<file path="src/hdl/tcpd_pkg.sv">
// Shared constants and types for the text command pin driver.
// Used by tcpd_parse, tcpd_resolve, text_command_pin_driver and the testbench; depends on nothing else.
package tcpd_pkg;

   localparam int PinCountDefault = 32;

   // Widths of the item fields.
   localparam int CharWidth   = 8;
   localparam int WordWidth   = 32;
   localparam int StatusWidth = 2;
   localparam int IndexWidth  = 8;
   localparam int ReqDataWidth = CharWidth + 3 * WordWidth;
   localparam int RspDataWidth = 48;

   // Parser modes.
   localparam logic [1:0] MODE_IDLE = 2'd0;
   localparam logic [1:0] MODE_LOW  = 2'd1;
   localparam logic [1:0] MODE_HIGH = 2'd2;

   // Result status codes.
   localparam logic [1:0] STATUS_NONE     = 2'd0;
   localparam logic [1:0] STATUS_SET      = 2'd1;
   localparam logic [1:0] STATUS_DISABLED = 2'd2;
   localparam logic [1:0] STATUS_INVALID  = 2'd3;

   // Command characters.
   localparam logic [7:0] CHAR_W_LOWER = 8'h77;
   localparam logic [7:0] CHAR_W_UPPER = 8'h57;
   localparam logic [7:0] CHAR_L_LOWER = 8'h6c;
   localparam logic [7:0] CHAR_L_UPPER = 8'h4c;
   localparam logic [7:0] CHAR_H_LOWER = 8'h68;
   localparam logic [7:0] CHAR_H_UPPER = 8'h48;
   localparam logic [7:0] CHAR_ZERO    = 8'h30;
   localparam logic [7:0] CHAR_NINE    = 8'h39;
   localparam logic [11:0] RADIX       = 12'd10;
   localparam logic [7:0] INDEX_MAX    = 8'hff;

   typedef struct packed {
      logic [StatusWidth-1:0] status;
      logic [IndexWidth-1:0]  status_pin;
   } tcpd_report_type;

endpackage

</file>
<file path="src/hdl/tcpd_parse.sv">
// Command character parser and per-pin level and weak registers.
// Depends on tcpd_pkg; instantiated by text_command_pin_driver.
module tcpd_parse import tcpd_pkg::*; #(
   parameter int PIN_COUNT = PinCountDefault
) (
   input  logic                  clock,
   input  logic                  reset,
   input  logic                  step,
   input  logic                  cmd,
   input  logic [CharWidth-1:0]  char_code,
   input  logic                  last_in_chunk,
   input  logic [WordWidth-1:0]  pin_output_enable,
   output logic [PIN_COUNT-1:0]  levels_in,
   output logic [PIN_COUNT-1:0]  weak_in,
   output tcpd_report_type       report
);

   logic [PIN_COUNT-1:0]  levels_ff;
   logic [PIN_COUNT-1:0]  weak_ff;
   logic                  armed_ff, armed_in;
   logic [1:0]            mode_ff, mode_in;
   logic [IndexWidth-1:0] acc_ff, acc_in;

   logic                  pending;
   logic                  is_digit;
   logic [11:0]           acc_sum;
   logic [IndexWidth-1:0] acc_step;
   logic [1:0]            mode_mid;
   logic [IndexWidth-1:0] acc_mid;
   logic                  armed_mid;
   logic                  fin_char;
   logic                  fin_chunk;
   logic                  fin;
   logic                  fin_high;
   logic [IndexWidth-1:0] fin_idx;
   logic                  fin_valid;
   logic [CharWidth-1:0]  digit;

   assign pending  = (mode_ff == MODE_LOW) || (mode_ff == MODE_HIGH);
   assign is_digit = (char_code >= CHAR_ZERO) && (char_code <= CHAR_NINE);
   assign digit    = char_code - CHAR_ZERO;
   assign acc_sum  = {4'd0, acc_ff} * RADIX + {8'd0, digit[3:0]};
   assign acc_step = (acc_sum > {4'd0, INDEX_MAX}) ? INDEX_MAX : acc_sum[IndexWidth-1:0];

   // Effect of the character itself, before the chunk end is applied.
   always_comb begin
      mode_mid  = mode_ff;
      acc_mid   = acc_ff;
      armed_mid = armed_ff;
      fin_char  = 1'b0;
      if (pending) begin
         if (is_digit) begin
            acc_mid = acc_step;
         end else begin
            fin_char = 1'b1;
         end
      end else begin
         mode_mid = MODE_IDLE;
         if (char_code == CHAR_W_LOWER || char_code == CHAR_W_UPPER) begin
            armed_mid = 1'b1;
         end else if (char_code == CHAR_L_LOWER || char_code == CHAR_L_UPPER) begin
            mode_mid = MODE_LOW;
            acc_mid  = '0;
         end else if (char_code == CHAR_H_LOWER || char_code == CHAR_H_UPPER) begin
            mode_mid = MODE_HIGH;
            acc_mid  = '0;
         end
      end
   end

   // A chunk end completes a number that is still open after the character.
   assign fin_chunk = last_in_chunk && !fin_char &&
                      ((mode_mid == MODE_LOW) || (mode_mid == MODE_HIGH));
   assign fin       = !cmd && (fin_char || fin_chunk);
   assign fin_high  = fin_char ? (mode_ff == MODE_HIGH) : (mode_mid == MODE_HIGH);
   assign fin_idx   = fin_char ? acc_ff : acc_mid;
   assign fin_valid = {24'd0, fin_idx} < 32'(PIN_COUNT);

   always_comb begin
      levels_in = levels_ff;
      weak_in   = weak_ff;
      for (int i = 0; i < PIN_COUNT; i++) begin
         if (fin && fin_valid && fin_idx == 8'(i)) begin
            levels_in[i] = fin_high;
            weak_in[i]   = armed_ff;
         end
      end
   end

   always_comb begin
      report.status     = STATUS_NONE;
      report.status_pin = '0;
      if (fin) begin
         report.status_pin = fin_idx;
         if (!fin_valid) begin
            report.status = STATUS_INVALID;
         end else if (pin_output_enable[fin_idx[4:0]]) begin
            report.status = STATUS_SET;
         end else begin
            report.status = STATUS_DISABLED;
         end
      end
   end

   always_comb begin
      mode_in  = mode_ff;
      acc_in   = acc_ff;
      armed_in = armed_ff;
      if (!cmd) begin
         if (fin || last_in_chunk) begin
            mode_in  = MODE_IDLE;
            acc_in   = '0;
            armed_in = 1'b0;
         end else begin
            mode_in  = mode_mid;
            acc_in   = acc_mid;
            armed_in = armed_mid;
         end
      end
   end

   always_ff @(posedge clock) begin
      if (reset) begin
         levels_ff <= '0;
         weak_ff   <= '0;
         armed_ff  <= 1'b0;
         mode_ff   <= MODE_IDLE;
         acc_ff    <= '0;
      end else if (step) begin
         levels_ff <= levels_in;
         weak_ff   <= weak_in;
         armed_ff  <= armed_in;
         mode_ff   <= mode_in;
         acc_ff    <= acc_in;
      end
   end

endmodule

</file>
<file path="src/hdl/tcpd_resolve.sv">
// Resolves host-driven pin levels against the pad pulls of weak pins.
// Depends on tcpd_pkg; instantiated by text_command_pin_driver.
module tcpd_resolve import tcpd_pkg::*; #(
   parameter int PIN_COUNT = PinCountDefault
) (
   input  logic [PIN_COUNT-1:0] levels,
   input  logic [PIN_COUNT-1:0] weak_mask,
   input  logic [WordWidth-1:0] pull_enable,
   input  logic [WordWidth-1:0] pull_select,
   output logic [WordWidth-1:0] pin_levels
);

   for (genvar i = 0; i < WordWidth; i++) begin : g_pin
      if (i < PIN_COUNT) begin : g_used
         // A weak pin with its pull enabled follows the pull direction.
         assign pin_levels[i] = (weak_mask[i] && pull_enable[i]) ? pull_select[i] : levels[i];
      end else begin : g_unused
         assign pin_levels[i] = 1'b0;
      end
   end

endmodule

</file>
<file path="src/hdl/text_command_pin_driver.sv">
// Text command pin driver: input register, parser with pin state, output register.
// Depends on tcpd_pkg, tcpd_parse and tcpd_resolve.
//
// Usage:
//   The req channel carries one item per transfer: tuser is the kind (0 command
//   character, 1 tick that only samples the pins), tlast marks the end of a read
//   chunk, and tdata holds the character and the three pad words.
//   The rsp channel returns exactly one result per item, in order: the resolved
//   pin levels, a status code and the pin index of a command that completed.
//   rsp_tvalid rises once the item has passed the input register: the item is first
//   held in the input register, then the parse and pin update write the output
//   register, from which the rsp transfer is made.
//   Throughput is one item per cycle while the receiver does not stall; the parser
//   state, the per-pin levels and the weak flags are read-modify-write registers.
//   When the receiver stalls, the result holds in the output register and one
//   more item may wait in the input register; req_tready then drops.
//   Reset clears all pin levels, weak flags, the armed weak mode and the parser,
//   and empties both registers.
module text_command_pin_driver import tcpd_pkg::*; #(
   parameter int PIN_COUNT = PinCountDefault
) (
   input  logic                    clock,
   input  logic                    reset,
   input  logic                    req_tvalid,
   output logic                    req_tready,
   // char_code [7:0], pin_output_enable [39:8], pull_enable [71:40],
   // pull_select [103:72]
   input  logic [ReqDataWidth-1:0] req_tdata,
   // cmd
   input  logic                    req_tuser,
   // last_in_chunk
   input  logic                    req_tlast,
   output logic                    rsp_tvalid,
   input  logic                    rsp_tready,
   // pin_levels [31:0], status [33:32], status_pin [41:34], zero [47:42]
   output logic [RspDataWidth-1:0] rsp_tdata
);

   logic                    hold_valid_ff;
   logic                    hold_cmd_ff;
   logic                    hold_last_ff;
   logic [ReqDataWidth-1:0] hold_data_ff;
   logic                    rsp_valid_ff;
   logic [RspDataWidth-1:0] rsp_data_ff;
   logic [RspDataWidth-1:0] rsp_data_in;

   logic                    advance;
   logic [PIN_COUNT-1:0]    levels_in;
   logic [PIN_COUNT-1:0]    weak_in;
   tcpd_report_type         report;
   logic [WordWidth-1:0]    pin_levels;

   // The held item moves on when the output register is empty or being taken.
   assign advance    = hold_valid_ff && (!rsp_valid_ff || rsp_tready);
   assign req_tready = !hold_valid_ff || advance;

   tcpd_parse #(
      .PIN_COUNT(PIN_COUNT)
   ) u_parse (
      .clock             (clock),
      .reset             (reset),
      .step              (advance),
      .cmd               (hold_cmd_ff),
      .char_code         (hold_data_ff[7:0]),
      .last_in_chunk     (hold_last_ff),
      .pin_output_enable (hold_data_ff[39:8]),
      .levels_in         (levels_in),
      .weak_in           (weak_in),
      .report            (report)
   );

   tcpd_resolve #(
      .PIN_COUNT(PIN_COUNT)
   ) u_resolve (
      .levels      (levels_in),
      .weak_mask   (weak_in),
      .pull_enable (hold_data_ff[71:40]),
      .pull_select (hold_data_ff[103:72]),
      .pin_levels  (pin_levels)
   );

   assign rsp_data_in = {6'd0, report.status_pin, report.status, pin_levels};

   always_ff @(posedge clock) begin
      if (reset) begin
         hold_valid_ff <= 1'b0;
      end else if (req_tready) begin
         hold_valid_ff <= req_tvalid;
      end
   end

   always_ff @(posedge clock) begin
      if (req_tready && req_tvalid) begin
         hold_cmd_ff  <= req_tuser;
         hold_last_ff <= req_tlast;
         hold_data_ff <= req_tdata;
      end
   end

   always_ff @(posedge clock) begin
      if (reset) begin
         rsp_valid_ff <= 1'b0;
      end else if (advance) begin
         rsp_valid_ff <= 1'b1;
      end else if (rsp_tready) begin
         rsp_valid_ff <= 1'b0;
      end
   end

   always_ff @(posedge clock) begin
      if (advance) begin
         rsp_data_ff <= rsp_data_in;
      end
   end

   assign rsp_tvalid = rsp_valid_ff;
   assign rsp_tdata  = rsp_data_ff;

endmodule

</file>
<file path="config.mk">
export PLATFORM = sky130hd
export DESIGN_NAME = text_command_pin_driver
export DESIGN_NICKNAME = d
export VERILOG_FILES = /design/src/hdl/tcpd_pkg.sv /design/src/hdl/tcpd_parse.sv /design/src/hdl/tcpd_resolve.sv /design/src/hdl/text_command_pin_driver.sv
export SDC_FILE = /design/constraint.sdc
export NUM_CORES = 1
export LEC_CHECK = 0
export BUFFER_PORTS_ARGS = -buffer_cell sky130_fd_sc_hd__buf_2
export CAP_MARGIN = 20
export CORE_MARGIN = 2
export CORE_UTILIZATION = 56
export CTS_BUF_LIST = sky130_fd_sc_hd__clkbuf_8
export DETAILED_ROUTE_END_ITERATION = 6
export PLACE_DENSITY_LB_ADDON = 0.05
export SKIP_CTS_REPAIR_TIMING = 1
export SYNTH_ARGS = -nofsm -noshare
export SYNTH_HDL_FRONTEND = slang
export SYNTH_SLANG_ARGS = --single-unit
</file>
<file path="constraint.sdc">
create_clock -name clock -period 8.6 [get_ports clock]
set_input_delay 1.29 -clock clock [delete_from_list [all_inputs] [get_ports clock]]
set_output_delay 1.29 -clock clock [all_outputs]
set_load 0.02 [all_outputs]
</file>
* Word-level counts from Yosys, hierarchy flattened
Cells that the tools add are included.
** Storage, ports and cells
- Input port bits :: 110
- Output and inout port bits :: 50
- Word-level logic and storage cells :: 273
- Register bits :: 225
** Operators by class
- Magnitude comparators :: 5
- Muxes and demuxes :: 121
- Bitwise logic cells :: 1
- Multipliers :: 1
- Add/sub/neg operators :: 2
- Reduce and logical (&&, ||, !) cells :: 89
- Equality and inequality tests :: 42
** Operators with widths (number)
- $eq A8 B5 Y1 const B :: 16
- $mux W1 :: 105
- $logic_and A1 B1 Y1 :: 71
- $eq A8 B4 Y1 const B :: 8
- $mux W8 :: 8
- $eq A8 B7 Y1 const B :: 6
- $eq A8 B3 Y1 const B :: 4
- $eq A8 B2 Y1 const B :: 2
- $mux W2 :: 7
- $add A12 B4 Y12 :: 1
- $gt A12 B8 Y1 const B :: 1
- $mul A8 B3 Y11 const B :: 1
- $logic_or A1 B1 Y1 :: 9
- $eq A8 B1 Y1 const B :: 1
- $ge A8 B6 Y1 const B :: 1
- $le A8 B6 Y1 const B :: 1
- $logic_not A8 Y1 :: 1
- $lt A8 B6 Y1 const B :: 1
- $lt A5 B6 Y1 const B :: 1
- $bmux W1 S5 :: 1
- $eq A2 B1 Y1 const B :: 2
- $eq A2 B2 Y1 const B :: 2
- $logic_not A1 Y1 :: 4
- $reduce_and A4 Y1 :: 1
- other kinds (5) :: 6

* Depth between registers and ports, before layout
- Depth in word-level cells :: 16
- Depth in mapped cells :: 16
- Depth with buffers taken out :: 14

* Modules after synthesis
Synthesis repeated with hierarchy kept, for this count alone.
** Second synthesis, totals
- Cells, all modules :: 885
- Area, all modules :: 10134.7 um^2
** By module, submodules not included
- tcpd_parse :: area an instance 4937.2 um^2, cells an instance 656, times used 1
- text_command_pin_driver :: area an instance 4596.9 um^2, cells an instance 165, times used 1
- tcpd_resolve :: area an instance 600.6 um^2, cells an instance 64, times used 1

* Worst setup path after synthesis
No wires, ideal clock.
- Kind :: input-to-reg
- Start :: input rsp_tready
- End :: register hold_cmd_ff (enable)
- Setup slack :: 4.094 ns
- Setup time :: 0.477 ns
- Stages on the path :: 3
- Buffers on the path :: 0
- Arrival time :: 4.029 ns
- Required time :: 8.123 ns
- Cells stage by stage :: nor2b_1 nand2_1 and2_1
** On the way
- Longest elaborated chain between the ends :: 4
** RTL lines
- start, declared :: line text_command_pin_driver.sv:34 : input logic rsp_tready,
- $logic_or A1 B1 Y1 :: line text_command_pin_driver.sv:54 : assign advance = hold_valid_ff && (!rsp_valid_ff || rsp_tready);
- $logic_and A1 B1 Y1 :: line text_command_pin_driver.sv:54
- $logic_or A1 B1 Y1 :: line text_command_pin_driver.sv:55 : assign req_tready = !hold_valid_ff || advance;
- net req_tready :: line text_command_pin_driver.sv:25 : output logic req_tready,
- $logic_and A1 B1 Y1 :: line text_command_pin_driver.sv:93 : if (req_tready && req_tvalid) begin
- end signal, assigned :: line text_command_pin_driver.sv:94 : hold_cmd_ff <= req_tuser;
- end, declared :: line text_command_pin_driver.sv:40 : logic hold_cmd_ff;
The timed path passes the listed nets, and every way through them passes these cells.
A chain may end at the register's enable or synchronous reset.

* Worst setup path after layout
- Start :: register u_parse.acc_ff[1]
- End :: register rsp_data_ff[26], in the netlist rsp_tdata[26] (data pin)
** On the way
- Longest elaborated chain between the ends :: 13
- Elaborated cells between the ends (all ways) :: 18
- Classes of those cells :: add/sub: 1; mul: 1; order compare: 2; eq/ne: 1; mux: 10; reduce/logical: 3
** RTL lines
- start, declared :: line tcpd_parse.sv:22 : logic [IndexWidth-1:0] acc_ff, acc_in;
- start signal, assigned :: line tcpd_parse.sv:134 : acc_ff <= acc_in;
- $mul A8 B3 Y11 :: line tcpd_parse.sv:42 : assign acc_sum = {4'd0, acc_ff} * RADIX + {8'd0, digit[3:0]};
- $add A12 B4 Y12 :: line tcpd_parse.sv:42
- $gt A12 B8 Y1 :: line tcpd_parse.sv:43 : assign acc_step = (acc_sum > {4'd0, INDEX_MAX}) ? INDEX_MAX : acc_sum[IndexWidth-1:0];
- $mux W8 :: line tcpd_parse.sv:43
- $mux W8 :: line tcpd_parse.sv:52 : if (is_digit) begin
- $mux W8 :: line tcpd_parse.sv:51 : if (pending) begin
- $mux W8 * :: line tcpd_parse.sv:76 : assign fin_idx = fin_char ? acc_ff : acc_mid;
- $lt A8 B6 Y1 :: line tcpd_parse.sv:77 : assign fin_valid = {24'd0, fin_idx} < 32'(PIN_COUNT);
- $logic_and A1 B1 Y1 :: line tcpd_parse.sv:83 : if (fin && fin_valid && fin_idx == 8'(i)) begin
- $logic_and A1 B1 Y1 * :: line tcpd_parse.sv:83
- $mux W1 :: line tcpd_parse.sv:83
- $logic_and A1 B1 Y1 :: line tcpd_resolve.sv:16 : assign pin_levels[i] = (weak_mask[i] && pull_enable[i]) ? pull_select[i] : levels[i];
- $mux W1 * :: line tcpd_resolve.sv:16
- net pin_levels[26] :: line text_command_pin_driver.sv:51 : logic [WordWidth-1:0] pin_levels;
- end signal, assigned :: line text_command_pin_driver.sv:112 : rsp_data_ff <= rsp_data_in;
- end, declared :: line text_command_pin_driver.sv:44 : logic [RspDataWidth-1:0] rsp_data_ff;
Mark *: on every way through the listed nets, which the timed path passes. The rest lies on a longest branch.

==> impl_results.md <==
* Chip height at 138 um
* Setup TNS Final at 0 ns
* Asr flop ratio synth at 0%
* Measured slew at the worst slew-check pin at 1.24 ns
* Initial Util at 57.7%
* Max-Slew Margin vs Limit at 16.9%
* DR top layer: met4
* Wirelength, routed at 21,900 um
* Count of final setup violators at 0
* Post-synth EDFFs at 148
* WL met1 at 9920 um
* R2r setup slk at 3.82 ns
* Global-route wire length before repair at 34,300 um
* Final non-filler cell total at 1,297
* Crit Path Category: flop to flop
* Crit path required time at 8.88 ns
* Via count at 7,303
* Antenna fix cells at 0
* Cells after Synth at 883
* Most common cell after layout, fill and taps aside: buf_2
* Leak Pwr at 4.44 nW
* Crit path launch type: flop
* Register-to-Register Path Depth at 13
* Register Area at 0.00599 sq mm
* Routed WL per cell at 16.9 um
* Clock Sink Count at 225
* Final hold vios at 0
* Compound-Gate Fraction of Synth Area at 13.1%
* CP Data Arrival Time at 5.06 ns
* Final instance area at 0.0116 sq mm
* Share of layout cells above drive strength 1 at 24.2%
* Main combinational cell family by area after synthesis: simple AND/OR/NAND/NOR gates
* Worst r2r dst: rsp_tdata[26]$_DFFE_PP_
* # placed instances at 1,227
* Pre-CTS setup slack at 3.84 ns
* XOR/XNOR Fraction of Synth Area at 0.436%
* Worst-skew pair later-pin latency at 0.53 ns
* I/O Pins at 160
* Post-synthesis sequential area ratio at 59.6%
* CTS max path bufs at 3
* FF+latch count, synth at 225
* DR WL met3 at 1240 um
* Clock period minus worst slack at 4.78 ns
* Detailed Route Iter0 Violations at 544
* Total track usage at 23.2%
* Worst R2R Start: u_parse.acc_ff[1]$_SDFFE_PP0P_
* Setup ws final at 3.82 ns
* Top_reg_cell synth: edfxtp_1
* Multi-input logic area at 0.00385 sq mm
* Most frequent cells in the layout: buf_2 (153), edfxtp_1 (148), nand2_1 (97)
* Mapped cell area at 0.0100 sq mm
* # fillers at 1,385
* Clock root cell: clkbuf_8
* Hold depth at 2
* Antenna viol nets, final at 0
* Drc violations at 0
* Clock Skews at 0.0204 ns
* Core Area at 0.0174 sq mm
* DIE WIDTH at 138 um
* Distinct cell type count after synthesis at 62
* GRT overflow at 0
* VDD IR max at 0.138 mV
* Maximum clock rate at 209 MHz
* Adder-cell area share of the yosys netlist at 2.52%
* Avg Cell Area, Syn at 11.4 sq um
* Area growth syn-to-layout at 15.9%
* RSZ-0062 raised after global routing: false
* CTS tree: yes
* Worst Hold End: u_parse.weak_ff[11]$_SDFFE_PP0P_
* Largest net degree at the start of global routing at 78
* Hold/Removal Path Class: flop to flop
* Vias per cell at 5.63
* Nets at 1,172
* Clk pin slew, worst setup/hold paths at 0.06 ns
* Simple-gate share of the synthesized area at 14.3%
* Port Buffer Count at 153
* Worst setup EP type: flop
* CTS buffer count at 39
* Final core occ at 66.8%
* H-tree levels at 2
* Post-DP HPWL at 14,300 um
* Ys Warns at 0
* Final Max Slew Viols at 0
* Initial antenna violation count at 0
* Met2 WL at 10,200 um
* Worst-path maximum fanout at 12
* Vias in the first global route at 6,799
* 1st-pass router iterations at 5
* Placed instance area at 0.0110 sq mm
* RD Place Congestion at 0.864
* Fin crit share at 55.6%
* Die area at 0.0190 sq mm
* Status: complete, no violations
* Pwr/cell area at 185 mW/mm^2
* Worst Hold Launch: u_parse.weak_ff[11]$_SDFFE_PP0P_
* FP Rows at 48
* Mux contribution to synthesized area at 7.66%
* Max Cap Viol at 0
## how the worst max path moves through the flow
stage	from	end	depth (start not counted)
floorplan	rsp_tready	hold_cmd_ff$_DFFE_PP_	3
global placement	u_parse.acc_ff[1]$_SDFFE_PP0P_	rsp_tdata[26]$_DFFE_PP_	13
detailed placement	u_parse.acc_ff[1]$_SDFFE_PP0P_	rsp_tdata[26]$_DFFE_PP_	13
CTS	u_parse.acc_ff[1]$_SDFFE_PP0P_	rsp_tdata[26]$_DFFE_PP_	13
global route	u_parse.acc_ff[1]$_SDFFE_PP0P_	rsp_tdata[16]$_DFFE_PP_	13
finish	u_parse.acc_ff[1]$_SDFFE_PP0P_	rsp_tdata[26]$_DFFE_PP_	13
## layer usage
metal  global-route usage, %  up-vias
met1                    31.4     3429
met4                    9.13        0
met2                    37.2      229
li1                        -     3601
met5                       0        -
met3                    4.24       44
## cell type report
| type | count | area share [%] |
|---|---|---|
| Clock buffer | 42 | 4.97 |
| Clock inverter | 28 | 0.935 |
| Inverter | 6 | 0.193 |
| Multi-Input combinational cell | 611 | 33.0 |
| Sequential cell | 225 | 51.4 |
| Tap cell | 225 | 2.42 |
| Timing Repair Buffer | 160 | 7.03 |
## state kept, by name, indices dropped and copies added, names as in the netlist, 2 cells and up
register           count
hold_data_ff         104
rsp_tdata             42
u_parse.acc_ff         8
u_parse.levels_ff     32
u_parse.mode_ff        2
u_parse.weak_ff       32
## cells in the mapped netlist, types with 6 or more instances
master	instances	area share, %
edfxtp_1	148	44
nand2_1	97	3.6
nor2_1	96	3.6
dfxtp_1	77	15
a21oi_1	70	3.5
o21ai_0	47	2.3
mux2i_1	36	3.6
nand3_1	33	1.6
clkbuf_1	27	1.0
mux2_2	24	2.7
nor3_1	21	1.0
ha_1	17	2.1
a22oi_1	15	1.1
a31o_1	14	1.2
o21ai_1	14	0.70
mux2_1	11	1.2
a211oi_1	10	0.75
nand3_2	10	1.0
a31oi_1	9	0.56
and2_1	8	0.50
and3_1	7	0.44
buf_4	7	0.52
buf_2	6	0.30
inv_1	6	0.22
## power breakdown
| group | switching [W] | internal [W] |
|---|---|---|
| combinational | 0.0000552 | 0.0000288 |
| sequential | 0.0000149 | 0.00119 |
| clock | 0.000412 | 0.000447 |
## per-stage QoR
stage | total power [W] | hold WS, ns
finish | 0.00215 | 0.454
global route | 0.00224 | 0.485
CTS | 0.00218 | 0.454
detailed placement | 0.00132 | 0.446
floorplan | 0.00127 | 0.433
global placement | 0.00131 | 0.444
## cell families after synthesis
group,Yosys count
flip-flops,225
AO/OA/AOI/OAI,209
adder cells (fa/ha/maj),19
XOR/XNOR,5
other,1
AND/OR/NAND/NOR,300
buffers and inverters,52
multiplexers,72
## critical path: stages, from the launching register on
cell,delay (ns)
dfxtp_1,0.45
ha_1,0.28
ha_1,0.23
fa_1,0.52
nand2_1,0.06
or2_1,0.24
nor4_2,0.21
mux2_4,0.29
nand3_4,0.13
o21a_1,0.41
nor2_1,0.77
and3_1,0.34
mux2_2,0.35
mux2_2,0.25
(Power assumes the default switching activity.)
